### src/rtl/vra_pkg.sv
package vra_pkg;

    localparam int ADDR_W   = 32;
    localparam int PAGES_W  = 21;
    localparam int BASE_W   = 20;
    localparam int FREE_W   = 33;

    localparam logic [ADDR_W-1:0] POOL_BASE_RST  = 32'd0;
    localparam logic [ADDR_W-1:0] POOL_BYTES_RST = 32'd4194304;

    typedef enum logic [1:0] {
        REQ_ALLOC   = 2'd0,
        REQ_RELEASE = 2'd1,
        REQ_CHECK   = 2'd2,
        REQ_NONE    = 2'd3
    } req_t;

    typedef enum logic [1:0] {
        STATUS_OK        = 2'd0,
        STATUS_TOO_LARGE = 2'd1,
        STATUS_FULL      = 2'd2,
        STATUS_NOT_FOUND = 2'd3
    } status_t;

    typedef enum logic {
        CFG_POOL_BASE  = 1'b0,
        CFG_POOL_BYTES = 1'b1
    } cfg_idx_t;

    typedef struct packed {
        logic clear_all;
        logic set;
        logic clr;
    } slot_ctl_t;

endpackage

### src/rtl/vra_ram.sv
module vra_ram #(
    parameter int WIDTH = 8,
    parameter int DEPTH = 16,
    parameter int AW    = $clog2(DEPTH)
) (
    input  logic             clk,
    input  logic             we,
    input  logic [AW-1:0]    waddr,
    input  logic [WIDTH-1:0] wdata,
    input  logic [AW-1:0]    raddr,
    output logic [WIDTH-1:0] rdata
);

    logic [WIDTH-1:0] mem [DEPTH];

    always_ff @(posedge clk) begin
        if (we) begin
            mem[waddr] <= wdata;
        end
        rdata <= mem[raddr];
    end

endmodule

### src/rtl/vra_slot_flags.sv
module vra_slot_flags
    import vra_pkg::*;
#(
    parameter int SLOTS = 16,
    parameter int IDX_W = $clog2(SLOTS)
) (
    input  logic             clk,
    input  logic             rst_n,
    input  slot_ctl_t        ctl,
    input  logic [IDX_W-1:0] clr_idx,
    output logic [SLOTS-1:0] valid,
    output logic             free_found,
    output logic [IDX_W-1:0] free_idx
);

    logic [SLOTS-1:0] valid_reg;
    logic [SLOTS-1:0] valid_next;

    // lowest free slot
    always_comb begin
        free_found = 1'b0;
        free_idx   = '0;
        for (int i = SLOTS - 1; i >= 0; i--) begin
            if (!valid_reg[i]) begin
                free_found = 1'b1;
                free_idx   = IDX_W'(i);
            end
        end
    end

    always_comb begin
        valid_next = valid_reg;
        if (ctl.clear_all) begin
            valid_next = '0;
        end else begin
            if (ctl.set && free_found) begin
                valid_next[free_idx] = 1'b1;
            end
            if (ctl.clr) begin
                valid_next[clr_idx] = 1'b0;
            end
        end
    end

    always_ff @(posedge clk) begin
        if (!rst_n) begin
            valid_reg <= '0;
        end else begin
            valid_reg <= valid_next;
        end
    end

    assign valid = valid_reg;

endmodule

### src/rtl/virtual_region_allocator_unit.sv
// a request is taken in idle, then runs in the alloc or check state, or for a
// release in the search state with its one-entry-per-cycle slot table walk, then
// waits in done to register the result beat; the next request waits for idle
// reset loads the default pool registers, clears control and valid bits, sets the
// bump pointer to one and the free count to the pool minus one page
// the table ram is not cleared and needs no clearing pass
module virtual_region_allocator_unit
    import vra_pkg::*;
#(
    parameter int REGION_SLOTS = 16,
    parameter int PAGE_BYTES   = 4096
) (
    input  logic                aclk,
    input  logic                aresetn,
    input  logic                s_valid,
    output logic                s_ready,
    input  logic [1:0]          s_req_type,
    input  logic [ADDR_W-1:0]   s_size_bytes,
    input  logic [ADDR_W-1:0]   s_address,
    output logic                m_valid,
    input  logic                m_ready,
    output logic [1:0]          m_status,
    output logic [ADDR_W-1:0]   m_region_start,
    output logic [PAGES_W-1:0]  m_region_pages,
    output logic                m_legitimate,
    input  logic                cfg_we,
    input  logic                cfg_index,
    input  logic [ADDR_W-1:0]   cfg_wdata
);

    localparam int SLOT_W     = $clog2(REGION_SLOTS);
    localparam int PAGE_SHIFT = $clog2(PAGE_BYTES);
    localparam int NEED_W     = FREE_W - PAGE_SHIFT;
    localparam int POOL_PG_W  = ADDR_W - PAGE_SHIFT;
    localparam int SUM_W      = ((NEED_W > PAGES_W) ? NEED_W : PAGES_W) + 1;
    localparam int ENTRY_W    = BASE_W + PAGES_W;
    localparam logic [FREE_W-1:0] ONE_PAGE  = FREE_W'(PAGE_BYTES);
    localparam logic [FREE_W-1:0] PAGE_MASK = FREE_W'(PAGE_BYTES - 1);
    localparam logic [SLOT_W-1:0] LAST_SLOT = SLOT_W'(REGION_SLOTS - 1);

    typedef enum logic [4:0] {
        ST_IDLE   = 5'b00001,
        ST_ALLOC  = 5'b00010,
        ST_SEARCH = 5'b00100,
        ST_CHECK  = 5'b01000,
        ST_DONE   = 5'b10000
    } state_t;

    state_t               state_reg, state_next;
    req_t                 req_reg, req_next;
    logic [ADDR_W-1:0]    size_reg, size_next;
    logic [ADDR_W-1:0]    addr_reg, addr_next;
    logic [ADDR_W-1:0]    pool_base_reg, pool_base_next;
    logic [ADDR_W-1:0]    pool_bytes_reg, pool_bytes_next;
    logic [PAGES_W-1:0]   bump_reg, bump_next;
    logic [FREE_W-1:0]    free_reg, free_next;
    logic [SLOT_W-1:0]    cmp_idx_reg, cmp_idx_next;
    status_t              res_status_reg, res_status_next;
    logic [ADDR_W-1:0]    res_start_reg, res_start_next;
    logic [PAGES_W-1:0]   res_pages_reg, res_pages_next;
    logic                 res_legit_reg, res_legit_next;
    logic                 m_valid_reg, m_valid_next;
    status_t              m_status_reg, m_status_next;
    logic [ADDR_W-1:0]    m_start_reg, m_start_next;
    logic [PAGES_W-1:0]   m_pages_reg, m_pages_next;
    logic                 m_legit_reg, m_legit_next;

    logic [FREE_W-1:0]    rounded;
    logic [FREE_W-1:0]    rounded_pg;
    logic [NEED_W-1:0]    need;
    logic [POOL_PG_W-1:0] pool_pages;
    logic [SUM_W-1:0]     bump_sum;
    logic                 too_big;
    logic                 past_end;
    logic [ADDR_W-1:0]    bump_addr;

    logic [ENTRY_W-1:0]   rd_data;
    logic [ENTRY_W-1:0]   wr_data;
    logic [SLOT_W-1:0]    rd_addr;
    logic                 wr_en;
    logic [BASE_W-1:0]    ent_base;
    logic [PAGES_W-1:0]   ent_pages;
    logic [ADDR_W-1:0]    ent_addr;
    logic [FREE_W-1:0]    credit;
    logic                 hit;
    logic                 in_pool;

    logic [ADDR_W-1:0]    new_bytes;
    logic [FREE_W-1:0]    init_free;

    slot_ctl_t            slot_ctl;
    logic [REGION_SLOTS-1:0] slot_valid;
    logic                 free_found;
    logic [SLOT_W-1:0]    free_idx;

    // allocate datapath
    assign rounded    = {1'b0, size_reg} + PAGE_MASK;
    assign rounded_pg = rounded & ~PAGE_MASK;
    assign need       = NEED_W'(rounded >> PAGE_SHIFT);
    assign pool_pages = POOL_PG_W'(pool_bytes_reg >> PAGE_SHIFT);
    assign bump_sum   = SUM_W'(bump_reg) + SUM_W'(need);
    assign too_big    = rounded_pg > free_reg;
    assign past_end   = bump_sum > SUM_W'(pool_pages);
    assign bump_addr  = pool_base_reg + (ADDR_W'(bump_reg) << PAGE_SHIFT);

    // release datapath
    assign ent_base  = rd_data[ENTRY_W-1:PAGES_W];
    assign ent_pages = rd_data[PAGES_W-1:0];
    assign ent_addr  = pool_base_reg + (ADDR_W'(ent_base) << PAGE_SHIFT);
    assign credit    = FREE_W'(ent_pages) << PAGE_SHIFT;
    assign hit       = slot_valid[cmp_idx_reg] && (ent_addr == addr_reg);

    assign in_pool = (addr_reg >= pool_base_reg) &&
                     ({1'b0, addr_reg} <= ({1'b0, pool_base_reg} + {1'b0, pool_bytes_reg}));

    assign new_bytes = (cfg_index == CFG_POOL_BYTES) ? cfg_wdata : pool_bytes_reg;
    assign init_free = ({1'b0, new_bytes} >= ONE_PAGE) ? ({1'b0, new_bytes} - ONE_PAGE) : '0;

    assign wr_en   = (state_reg == ST_ALLOC) && !too_big && free_found && !past_end;
    assign wr_data = {bump_reg[BASE_W-1:0], PAGES_W'(need)};
    assign rd_addr = (state_reg == ST_SEARCH) ? SLOT_W'(cmp_idx_reg + 1'b1) : '0;

    vra_ram #(
        .WIDTH (ENTRY_W),
        .DEPTH (REGION_SLOTS)
    ) u_table (
        .clk   (aclk),
        .we    (wr_en),
        .waddr (free_idx),
        .wdata (wr_data),
        .raddr (rd_addr),
        .rdata (rd_data)
    );

    vra_slot_flags #(
        .SLOTS (REGION_SLOTS)
    ) u_flags (
        .clk        (aclk),
        .rst_n      (aresetn),
        .ctl        (slot_ctl),
        .clr_idx    (cmp_idx_reg),
        .valid      (slot_valid),
        .free_found (free_found),
        .free_idx   (free_idx)
    );

    always_comb begin
        state_next      = state_reg;
        req_next        = req_reg;
        size_next       = size_reg;
        addr_next       = addr_reg;
        pool_base_next  = pool_base_reg;
        pool_bytes_next = pool_bytes_reg;
        bump_next       = bump_reg;
        free_next       = free_reg;
        cmp_idx_next    = cmp_idx_reg;
        res_status_next = res_status_reg;
        res_start_next  = res_start_reg;
        res_pages_next  = res_pages_reg;
        res_legit_next  = res_legit_reg;
        m_valid_next    = m_valid_reg && !m_ready;
        m_status_next   = m_status_reg;
        m_start_next    = m_start_reg;
        m_pages_next    = m_pages_reg;
        m_legit_next    = m_legit_reg;
        slot_ctl        = '0;

        unique case (state_reg)
            ST_IDLE: begin
                if (s_valid) begin
                    req_next     = req_t'(s_req_type);
                    size_next    = s_size_bytes;
                    addr_next    = s_address;
                    cmp_idx_next = '0;
                    if (req_t'(s_req_type) == REQ_ALLOC) begin
                        state_next = ST_ALLOC;
                    end else if (req_t'(s_req_type) == REQ_RELEASE) begin
                        state_next = ST_SEARCH;
                    end else begin
                        state_next = ST_CHECK;
                    end
                end
            end
            ST_ALLOC: begin
                res_start_next = '0;
                res_pages_next = '0;
                res_legit_next = 1'b0;
                if (too_big) begin
                    res_status_next = STATUS_TOO_LARGE;
                end else if (!free_found) begin
                    res_status_next = STATUS_FULL;
                end else if (past_end) begin
                    res_status_next = STATUS_TOO_LARGE;
                end else begin
                    res_status_next = STATUS_OK;
                    res_start_next  = bump_addr;
                    res_pages_next  = PAGES_W'(need);
                    bump_next       = PAGES_W'(bump_sum);
                    free_next       = free_reg - rounded_pg;
                    slot_ctl.set    = 1'b1;
                end
                state_next = ST_DONE;
            end
            ST_SEARCH: begin
                res_legit_next = 1'b0;
                if (hit) begin
                    res_status_next = STATUS_OK;
                    res_start_next  = addr_reg;
                    res_pages_next  = ent_pages;
                    free_next       = free_reg + credit;
                    slot_ctl.clr    = 1'b1;
                    state_next      = ST_DONE;
                end else if (cmp_idx_reg == LAST_SLOT) begin
                    res_status_next = STATUS_NOT_FOUND;
                    res_start_next  = '0;
                    res_pages_next  = '0;
                    state_next      = ST_DONE;
                end else begin
                    cmp_idx_next = cmp_idx_reg + 1'b1;
                end
            end
            ST_CHECK: begin
                res_status_next = STATUS_OK;
                res_start_next  = '0;
                res_pages_next  = '0;
                res_legit_next  = (req_reg == REQ_CHECK) && in_pool;
                state_next      = ST_DONE;
            end
            ST_DONE: begin
                if (!m_valid_reg || m_ready) begin
                    m_valid_next  = 1'b1;
                    m_status_next = res_status_reg;
                    m_start_next  = res_start_reg;
                    m_pages_next  = res_pages_reg;
                    m_legit_next  = res_legit_reg;
                    state_next    = ST_IDLE;
                end
            end
            default: begin
                state_next = ST_IDLE;
            end
        endcase

        // register write reinitializes the pool
        if (cfg_we) begin
            if (cfg_index == CFG_POOL_BASE) begin
                pool_base_next = cfg_wdata;
            end else begin
                pool_bytes_next = cfg_wdata;
            end
            bump_next          = PAGES_W'(1);
            free_next          = init_free;
            slot_ctl.clear_all = 1'b1;
        end
    end

    always_ff @(posedge aclk) begin
        if (!aresetn) begin
            state_reg      <= ST_IDLE;
            pool_base_reg  <= POOL_BASE_RST;
            pool_bytes_reg <= POOL_BYTES_RST;
            bump_reg       <= PAGES_W'(1);
            free_reg       <= FREE_W'(POOL_BYTES_RST) - ONE_PAGE;
            cmp_idx_reg    <= '0;
            m_valid_reg    <= 1'b0;
        end else begin
            state_reg      <= state_next;
            pool_base_reg  <= pool_base_next;
            pool_bytes_reg <= pool_bytes_next;
            bump_reg       <= bump_next;
            free_reg       <= free_next;
            cmp_idx_reg    <= cmp_idx_next;
            m_valid_reg    <= m_valid_next;
        end
    end

    always_ff @(posedge aclk) begin
        req_reg        <= req_next;
        size_reg       <= size_next;
        addr_reg       <= addr_next;
        res_status_reg <= res_status_next;
        res_start_reg  <= res_start_next;
        res_pages_reg  <= res_pages_next;
        res_legit_reg  <= res_legit_next;
        m_status_reg   <= m_status_next;
        m_start_reg    <= m_start_next;
        m_pages_reg    <= m_pages_next;
        m_legit_reg    <= m_legit_next;
    end

    assign s_ready        = (state_reg == ST_IDLE);
    assign m_valid        = m_valid_reg;
    assign m_status       = m_status_reg;
    assign m_region_start = m_start_reg;
    assign m_region_pages = m_pages_reg;
    assign m_legitimate   = m_legit_reg;

endmodule

### config.mk
export PLATFORM = sky130hd
export DESIGN_NAME = virtual_region_allocator_unit
export DESIGN_NICKNAME = d
export VERILOG_FILES = /design/src/rtl/vra_pkg.sv /design/src/rtl/vra_ram.sv /design/src/rtl/vra_slot_flags.sv /design/src/rtl/virtual_region_allocator_unit.sv
export SDC_FILE = /design/constraint.sdc
export NUM_CORES = 2
export LEC_CHECK = 0
export ABC_AREA = 1
export BUFFER_PORTS_ARGS = -buffer_cell sky130_fd_sc_hd__clkbuf_2
export CAP_MARGIN = 20
export CORE_ASPECT_RATIO = 0.75
export CORE_MARGIN = 5
export CORE_UTILIZATION = 35
export CTS_CLUSTER_DIAMETER = 200
export DETAILED_ROUTE_END_ITERATION = 16
export HOLD_SLACK_MARGIN = 0.08
export PLACE_DENSITY = 0.5
export SYNTH_ARGS = -nofsm -noshare
export SYNTH_HDL_FRONTEND = slang
export SYNTH_HIERARCHICAL = 1
export SYNTH_SLANG_ARGS = --single-unit
### constraint.sdc
create_clock -name aclk -period 9.9 [get_ports aclk]
set_input_delay 1.98 -clock aclk [delete_from_list [all_inputs] [get_ports aclk]]
set_output_delay 1.98 -clock aclk [all_outputs]
set_load 0.01 [all_outputs]
---- Word level (Yosys, flattened, before mapping) ----
Memories as Yosys holds them, arrays and structs flattened. A register that Yosys moved wholly into a read port is not among the register bits.
Cells that the tools add are included.
storage, ports and cells
  bits in read-only memories .............. 0
  bits in writable memories ............... 656
  word-level logic and storage cells ...... 186
  flip-flop bits (word level) ............. 322
  memories ................................ 1
  latch bits .............................. 0
  input bits .............................. 104
cells by class
  shift-type cells ........................ 0
  div/mod/pow operators ................... 0
  order comparisons ....................... 9
  reductions and logical operators ........ 32
  $mul .................................... 0
  $add $sub $neg .......................... 9
  equality and inequality tests ........... 18
  muxes and demuxes ....................... 91
  bitwise gates (word level) .............. 7
memory list
  name         words  bits a word  rd ports  clocked after memory_dff  wr ports  line           text
  u_table.mem  16     41           1         1                         1         vra_ram.sv:14  logic [WIDTH-1:0] mem [DEPTH];
operators by type and width
  kind                    number
  $mux 33                 6
  $mux 32                 6
  $mux 21                 5
  $pmux 32 s3             1
  $mux 4                  22
  $pmux 33 s2             1
  $add 32x32->32          2
  $pmux 21 s3             1
  $mux 16                 3
  $add 32x12->33 const B  1
  $add 32x32->33          1
  $add 33x33->33          1
  $gt 33x33->1            1
  $le 32x33->1            1
  $sub 32x13->33 const B  1
  $sub 33x33->33          1
  $eq 32x32->1            1
  $ge 32x13->1 const B    1
  $ge 32x32->1            1
  $mux 1                  31
  $add 21x21->22          1
  $gt 22x20->1            1
  $mux 5                  4
  $pmux 5 s4              1
  35 further kinds        71

---- Longest topological paths before layout ----
  word-level depth ........................ 25
  gate-level depth with buffers ........... 47
  gate-level depth less buffers ........... 45

---- Cells and area by module ----
The synthesis kept the hierarchy.
by module, submodules not included
  module                         cells each  area an instance (sq um)  seq. area each (sq um)  times used
  vra_ram                        2708        29100.4                   20519.7                 1
  virtual_region_allocator_unit  2696        21081.5                   7667.4                  1
  vra_slot_flags                 160         1002.2                    320.3                   1

---- Least setup slack after synthesis ----
Ideal clock, no wire load.
  path kind ............................... flip-flop to flip-flop
  start ................................... register size_reg[10]
  end ..................................... memory u_table/mem[12][0] (netlist name), enable pin
  slack ................................... 2692 ps
  data required time ...................... 9460 ps
  path buffers ............................ 1
  arrival time ............................ 6769 ps
  clock period less this slack ............ 7208 ps
  library setup time ...................... 440 ps
  stages on the path, launching flop included .. 35
  cell sequence ........................... edfxtp_1 nor2_1 nand2_1 nor2_1 nand2_1 nor2_1 nor2_1 inv_1 nor2_1 inv_1 nor2_1 xor2_1 ha_1 nand2_1 inv_1 a21boi_0 o21ai_0 a21boi_0 o21ai_0 a21oi_1 o21ai_0 xor2_1 inv_1 ha_1 nand2_1 nor3_1 nand3_1 a21oi_1 nand4_1 inv_1 nand3_1 inv_2 buf_2 nand3_1 nor2_1
between the ends
  elaborated cells on any way between the ends .. 11
RTL lines
  what                          line                                  text
  start, declared               virtual_region_allocator_unit.sv:51   logic [ADDR_W-1:0] size_reg, size_next;
  start signal, assigned        virtual_region_allocator_unit.sv:279  size_reg <= size_next;
  $add 32x12->33                virtual_region_allocator_unit.sv:97   assign rounded = {1'b0, size_reg} + PAGE_MASK;
  named net rounded[16]         virtual_region_allocator_unit.sv:68   logic [FREE_W-1:0] rounded;
  $add 21x21->22                virtual_region_allocator_unit.sv:101  assign bump_sum = SUM_W'(bump_reg) + SUM_W'(need);
  named net bump_sum[18]        virtual_region_allocator_unit.sv:72   logic [SUM_W-1:0] bump_sum;
  $gt 22x20->1                  virtual_region_allocator_unit.sv:103  assign past_end = bump_sum > SUM_W'(pool_pages);
  $logic_not 1->1               virtual_region_allocator_unit.sv:119  assign wr_en = (state_reg == ST_ALLOC) && !too_big && free_found && !past_end;
  $logic_and 1x1->1             virtual_region_allocator_unit.sv:119
  named net wr_en               virtual_region_allocator_unit.sv:80   logic wr_en;
  $mux 1                        vra_ram.sv:17                         if (we) begin
  $mux 1 (implied by the code)  vra_ram.sv:18                         mem[waddr] <= wdata;
  end, declared                 vra_ram.sv:14
The timed path passes the listed nets, and every way through them passes these cells.

---- Final worst setup path ----
  start ................................... register size_reg[6]
  end ..................................... memory u_table/mem[2][19] (netlist name), enable pin
between the ends
  elaborated cells on any way between the ends .. 11
RTL lines
  what                          line
  $add 32x12->33                virtual_region_allocator_unit.sv:97
  named net rounded[17]         virtual_region_allocator_unit.sv:68
  $add 21x21->22                virtual_region_allocator_unit.sv:101
  named net bump_sum[18]        virtual_region_allocator_unit.sv:72
  $gt 22x20->1                  virtual_region_allocator_unit.sv:103
  $logic_not 1->1               virtual_region_allocator_unit.sv:119
  $logic_and 1x1->1             virtual_region_allocator_unit.sv:119
  $mux 1                        vra_ram.sv:17
  $mux 1 (implied by the code)  vra_ram.sv:18
The timed path passes the listed nets, and every way through them passes these cells.

==> impl_metrics.env <==
export IMPL_status="finished, final reports clean"
export IMPL_via_per_inst=5.03
export IMPL_wl_per_cell_um=21.9
export IMPL_hp_class="flip-flop to flip-flop"
export IMPL_die_w_um=452
export IMPL_grtUsageTotal_pct=21.3
export IMPL_regMostFlops="u_table/mem"
export IMPL_fp_coreArea_mm2=0.145
export IMPL_finClkSkew_ns=0.0339
export IMPL_synth_xor_area_share_pct=1.97
export IMPL_worstPathRequired_ns=10.30
export IMPL_cp_common_cell="nor2_1"
export IMPL_cap_viol_max_count=0
export IMPL_die_area_mm2=0.154
export IMPL_worst_pin_slew_ns=1.16
export IMPL_yosys_area_top_type="edfxtp_1"
export IMPL_largest_reg_flops=656
export IMPL_seq_area_mm2=0.0285
export IMPL_r2r_end="u_table/mem[2][19]$_DFFE_PP_"
export IMPL_slew_violations=0
export IMPL_clockBufferDepth=3
export IMPL_die_h_um=341
export IMPL_dp_cells=7515
export IMPL_fin_crit_ns=8.38
export IMPL_overflow=0
export IMPL_hold_start="res_start_reg[7]$_DFFE_PP_"
export IMPL_slowest_delay_ns=0.73
export IMPL_synth_edf_count=834
export IMPL_reg_largest_list="u_table/mem x656, u_table/rdata x41"
export IMPL_reg2reg_depth=36
export IMPL_r2r_start="size_reg[6]$_DFFE_PP_"
export IMPL_slew_headroom_pct=22.5
export IMPL_setup_violations=0
export IMPL_synth_seq_cells=1007
export IMPL_fillers=14300
export IMPL_drc_errors=0
export IMPL_cts_resized_gates=0
export IMPL_drt_iter0_drc=3777
export IMPL_pre_cts_slack_ns=1.54
export IMPL_htreeDepth=3
export IMPL_finish_instance_area_mm2=0.0574
export IMPL_ys_async_sr_fraction_pct=0
export IMPL_synthCells=5564
export IMPL_ys_types=65
export IMPL_synth_compound_area_share_pct=6.87
export IMPL_nets=6044
export IMPL_area_delta_synth_final_pct=12.1
export IMPL_port_buffer_count=161
export IMPL_synth_top_family_by_area="simple AND/OR/NAND/NOR gates"
export IMPL_cpMaxStageDelayCell="nor2_4"
export IMPL_synth_fp_nets=5895
export IMPL_max_freq_mhz=119
export IMPL_reg2reg_slack_ns=1.52
export IMPL_dp_hpwl_mm=117
export IMPL_whs_path_depth=0
export IMPL_synthAdderAreaFrac_pct=5.64
export IMPL_final_util_pct=39.5
export IMPL_yosys_warnings=6
export IMPL_grt_pass1_vias=36300
export IMPL_clock_root_buffer="clkbuf_16"
export IMPL_power_density_mw_per_mm2=178
export IMPL_finalCritPeriodShare_pct=84.6
export IMPL_start_kind="flip-flop"
export IMPL_antenna_found_initial=9
export IMPL_critPathMaxFanout=27
export IMPL_layout_setup_ws_ns=1.52
export IMPL_cp_arrival_ns=8.78
export IMPL_rows=121
export IMPL_initial_core_util_pct=35.3
export IMPL_synth_simple_area_share_pct=21.3
export IMPL_via_count=38700
export IMPL_worstSetupPathType="flip-flop to flip-flop"
export IMPL_grt_max_degree=183
export IMPL_post_cts_buffers=0
export IMPL_firstDrtPassIters=5
export IMPL_end_kind="flip-flop"
export IMPL_cts_buffers=101
export IMPL_ir_worst_vdd_uv=127
export IMPL_grt_pass1_wl_mm=245
export IMPL_postSynthAreaPerCell_um2=9.20
export IMPL_synthMuxAreaShare_pct=0.0220
export IMPL_gp_congestion=0.909
export IMPL_netlist_area_mm2=0.0512
export IMPL_synth_main_ff_cell="edfxtp_1"
export IMPL_cts_tree="built"
export IMPL_clock_latency_ns=0.73
export IMPL_leakage_nw=24.3
export IMPL_multi_input_area_mm2=0.0185
export IMPL_hold_buffers=0
export IMPL_clkTransAtPathRegs_ns=0.07
export IMPL_io_pins=162
export IMPL_final_setup_tns_ns=0
export IMPL_finalWirelength_mm=168
export IMPL_rsz0062_at_grt="no"
export IMPL_seq_area_frac_synth_pct=55.7
export IMPL_yosysTopAreaCellShare_pct=48.9
export IMPL_final_cells=7707
export IMPL_clock_sinks=1007
export IMPL_ys_top_cells_by_area="edfxtp_1, nand2_1, dfxtp_1, nand3_1, inv_1"
export IMPL_drive_gt1_share_pct=8.48
export IMPL_antenna_left=0
export IMPL_hold_violations=0
export IMPL_placedInstanceArea_mm2=0.0541
export IMPL_min_to="m_region_start[7]$_DFFE_PP_"
[per-stage QoR]
stage	hold WS, ns	power, mW
global route	0.423	10.7
floorplan	0.400	5.90
detailed placement	0.405	6.47
CTS	0.413	10.3
global placement	0.401	6.46
finish	0.414	10.2
[cell usage in the layout (no fill, tap or decap), types with 15 or more instances in the layout]
master,count
a21oi_1,253
buf_12,16
buf_4,65
clkbuf_1,26
clkbuf_16,102
clkbuf_2,161
clkinv_1,23
clkinv_2,17
dfxtp_1,167
edfxtp_1,834
ha_1,221
inv_1,818
nand2_1,1476
nand3_1,672
nand3b_1,15
nand4_1,45
nor2_1,212
nor2_4,21
nor3_1,39
o21ai_0,199
o21ai_1,36
o21bai_1,17
o22ai_1,34
xnor2_1,50
xor2_1,65
[Yosys cell counts, drive strengths merged (13+ instances only)]
cell and number:
a21oi 261, buf 148, clkbuf 48, dfxtp 173
edfxtp 834, ha 221, inv 836, nand2 1486
nand3 679, nand3b 15, nand4 48, nor2 244
nor3 40, nor4 13, o21ai 238, o21bai 20
o22ai 34, or2 14, xnor2 50, xor2 65
[final cells by class]
class / instances / share of cell area, %
multi-input combinational: 3524 / 32.2
inverter: 837 / 5.51
timing repair buffer: 242 / 2.81
tap: 1906 / 4.16
clock inverter: 54 / 0.794
sequential: 1007 / 49.7
antenna: 2 / 0.00872
clock buffer: 135 / 4.79
[per-layer routing]
layer | vias to the layer above | global-route usage (%) | part of all wire, %
met5 | - | 0 | 0.016
met4 | 4 | 4.95 | 2.4
met3 | 191 | 4.86 | 7.6
met2 | 1208 | 30.0 | 40
met1 | 18500 | 33.0 | 50
li1 | 18900 | - | -
[critical path, delay by kind of cell, from the launching register on]
kind / cells / cell delay [ns]
AND/OR/NAND/NOR: 17 / 2.93
buffers and inverters: 8 / 1.90
AO/OA/AOI/OAI: 8 / 1.89
adder cells (fa/ha/maj): 2 / 0.69
flip-flops: 1 / 0.36
XOR/XNOR: 1 / 0.19
[where the power goes]
group	switching [mW]	internal (mW)	leakage, nW
Sequential	0.143	4.75	8.99
Combinational	1.06	0.462	13.8
Clock	1.71	2.09	1.57
[worst max path at each step]
stage	endpoint	slack, ns	from
CTS	u_table/mem[2][19]$_DFFE_PP_	1.52	size_reg[7]$_DFFE_PP_
global placement	u_table/mem[2][19]$_DFFE_PP_	1.49	size_reg[10]$_DFFE_PP_
finish	u_table/mem[2][19]$_DFFE_PP_	1.52	size_reg[6]$_DFFE_PP_
detailed placement	u_table/mem[2][3]$_DFFE_PP_	1.54	size_reg[7]$_DFFE_PP_
global route	u_table/mem[2][7]$_DFFE_PP_	0.67	size_reg[3]$_DFFE_PP_
floorplan	u_table/mem[12][0]$_DFFE_PP_	2.69	size_reg[10]$_DFFE_PP_
[cells by family after synthesis]
logic type                 count (synthesis)
buffers and inverters                   1033
muxes                                      1
and+or+nand+nor                         2549
xor gates and xnor gates                 115
AOI/OAI and AO/OA                        632
adders and majority gates                227
DFF                                     1007
No activity file was read; power rests on OpenSTA's default activity.
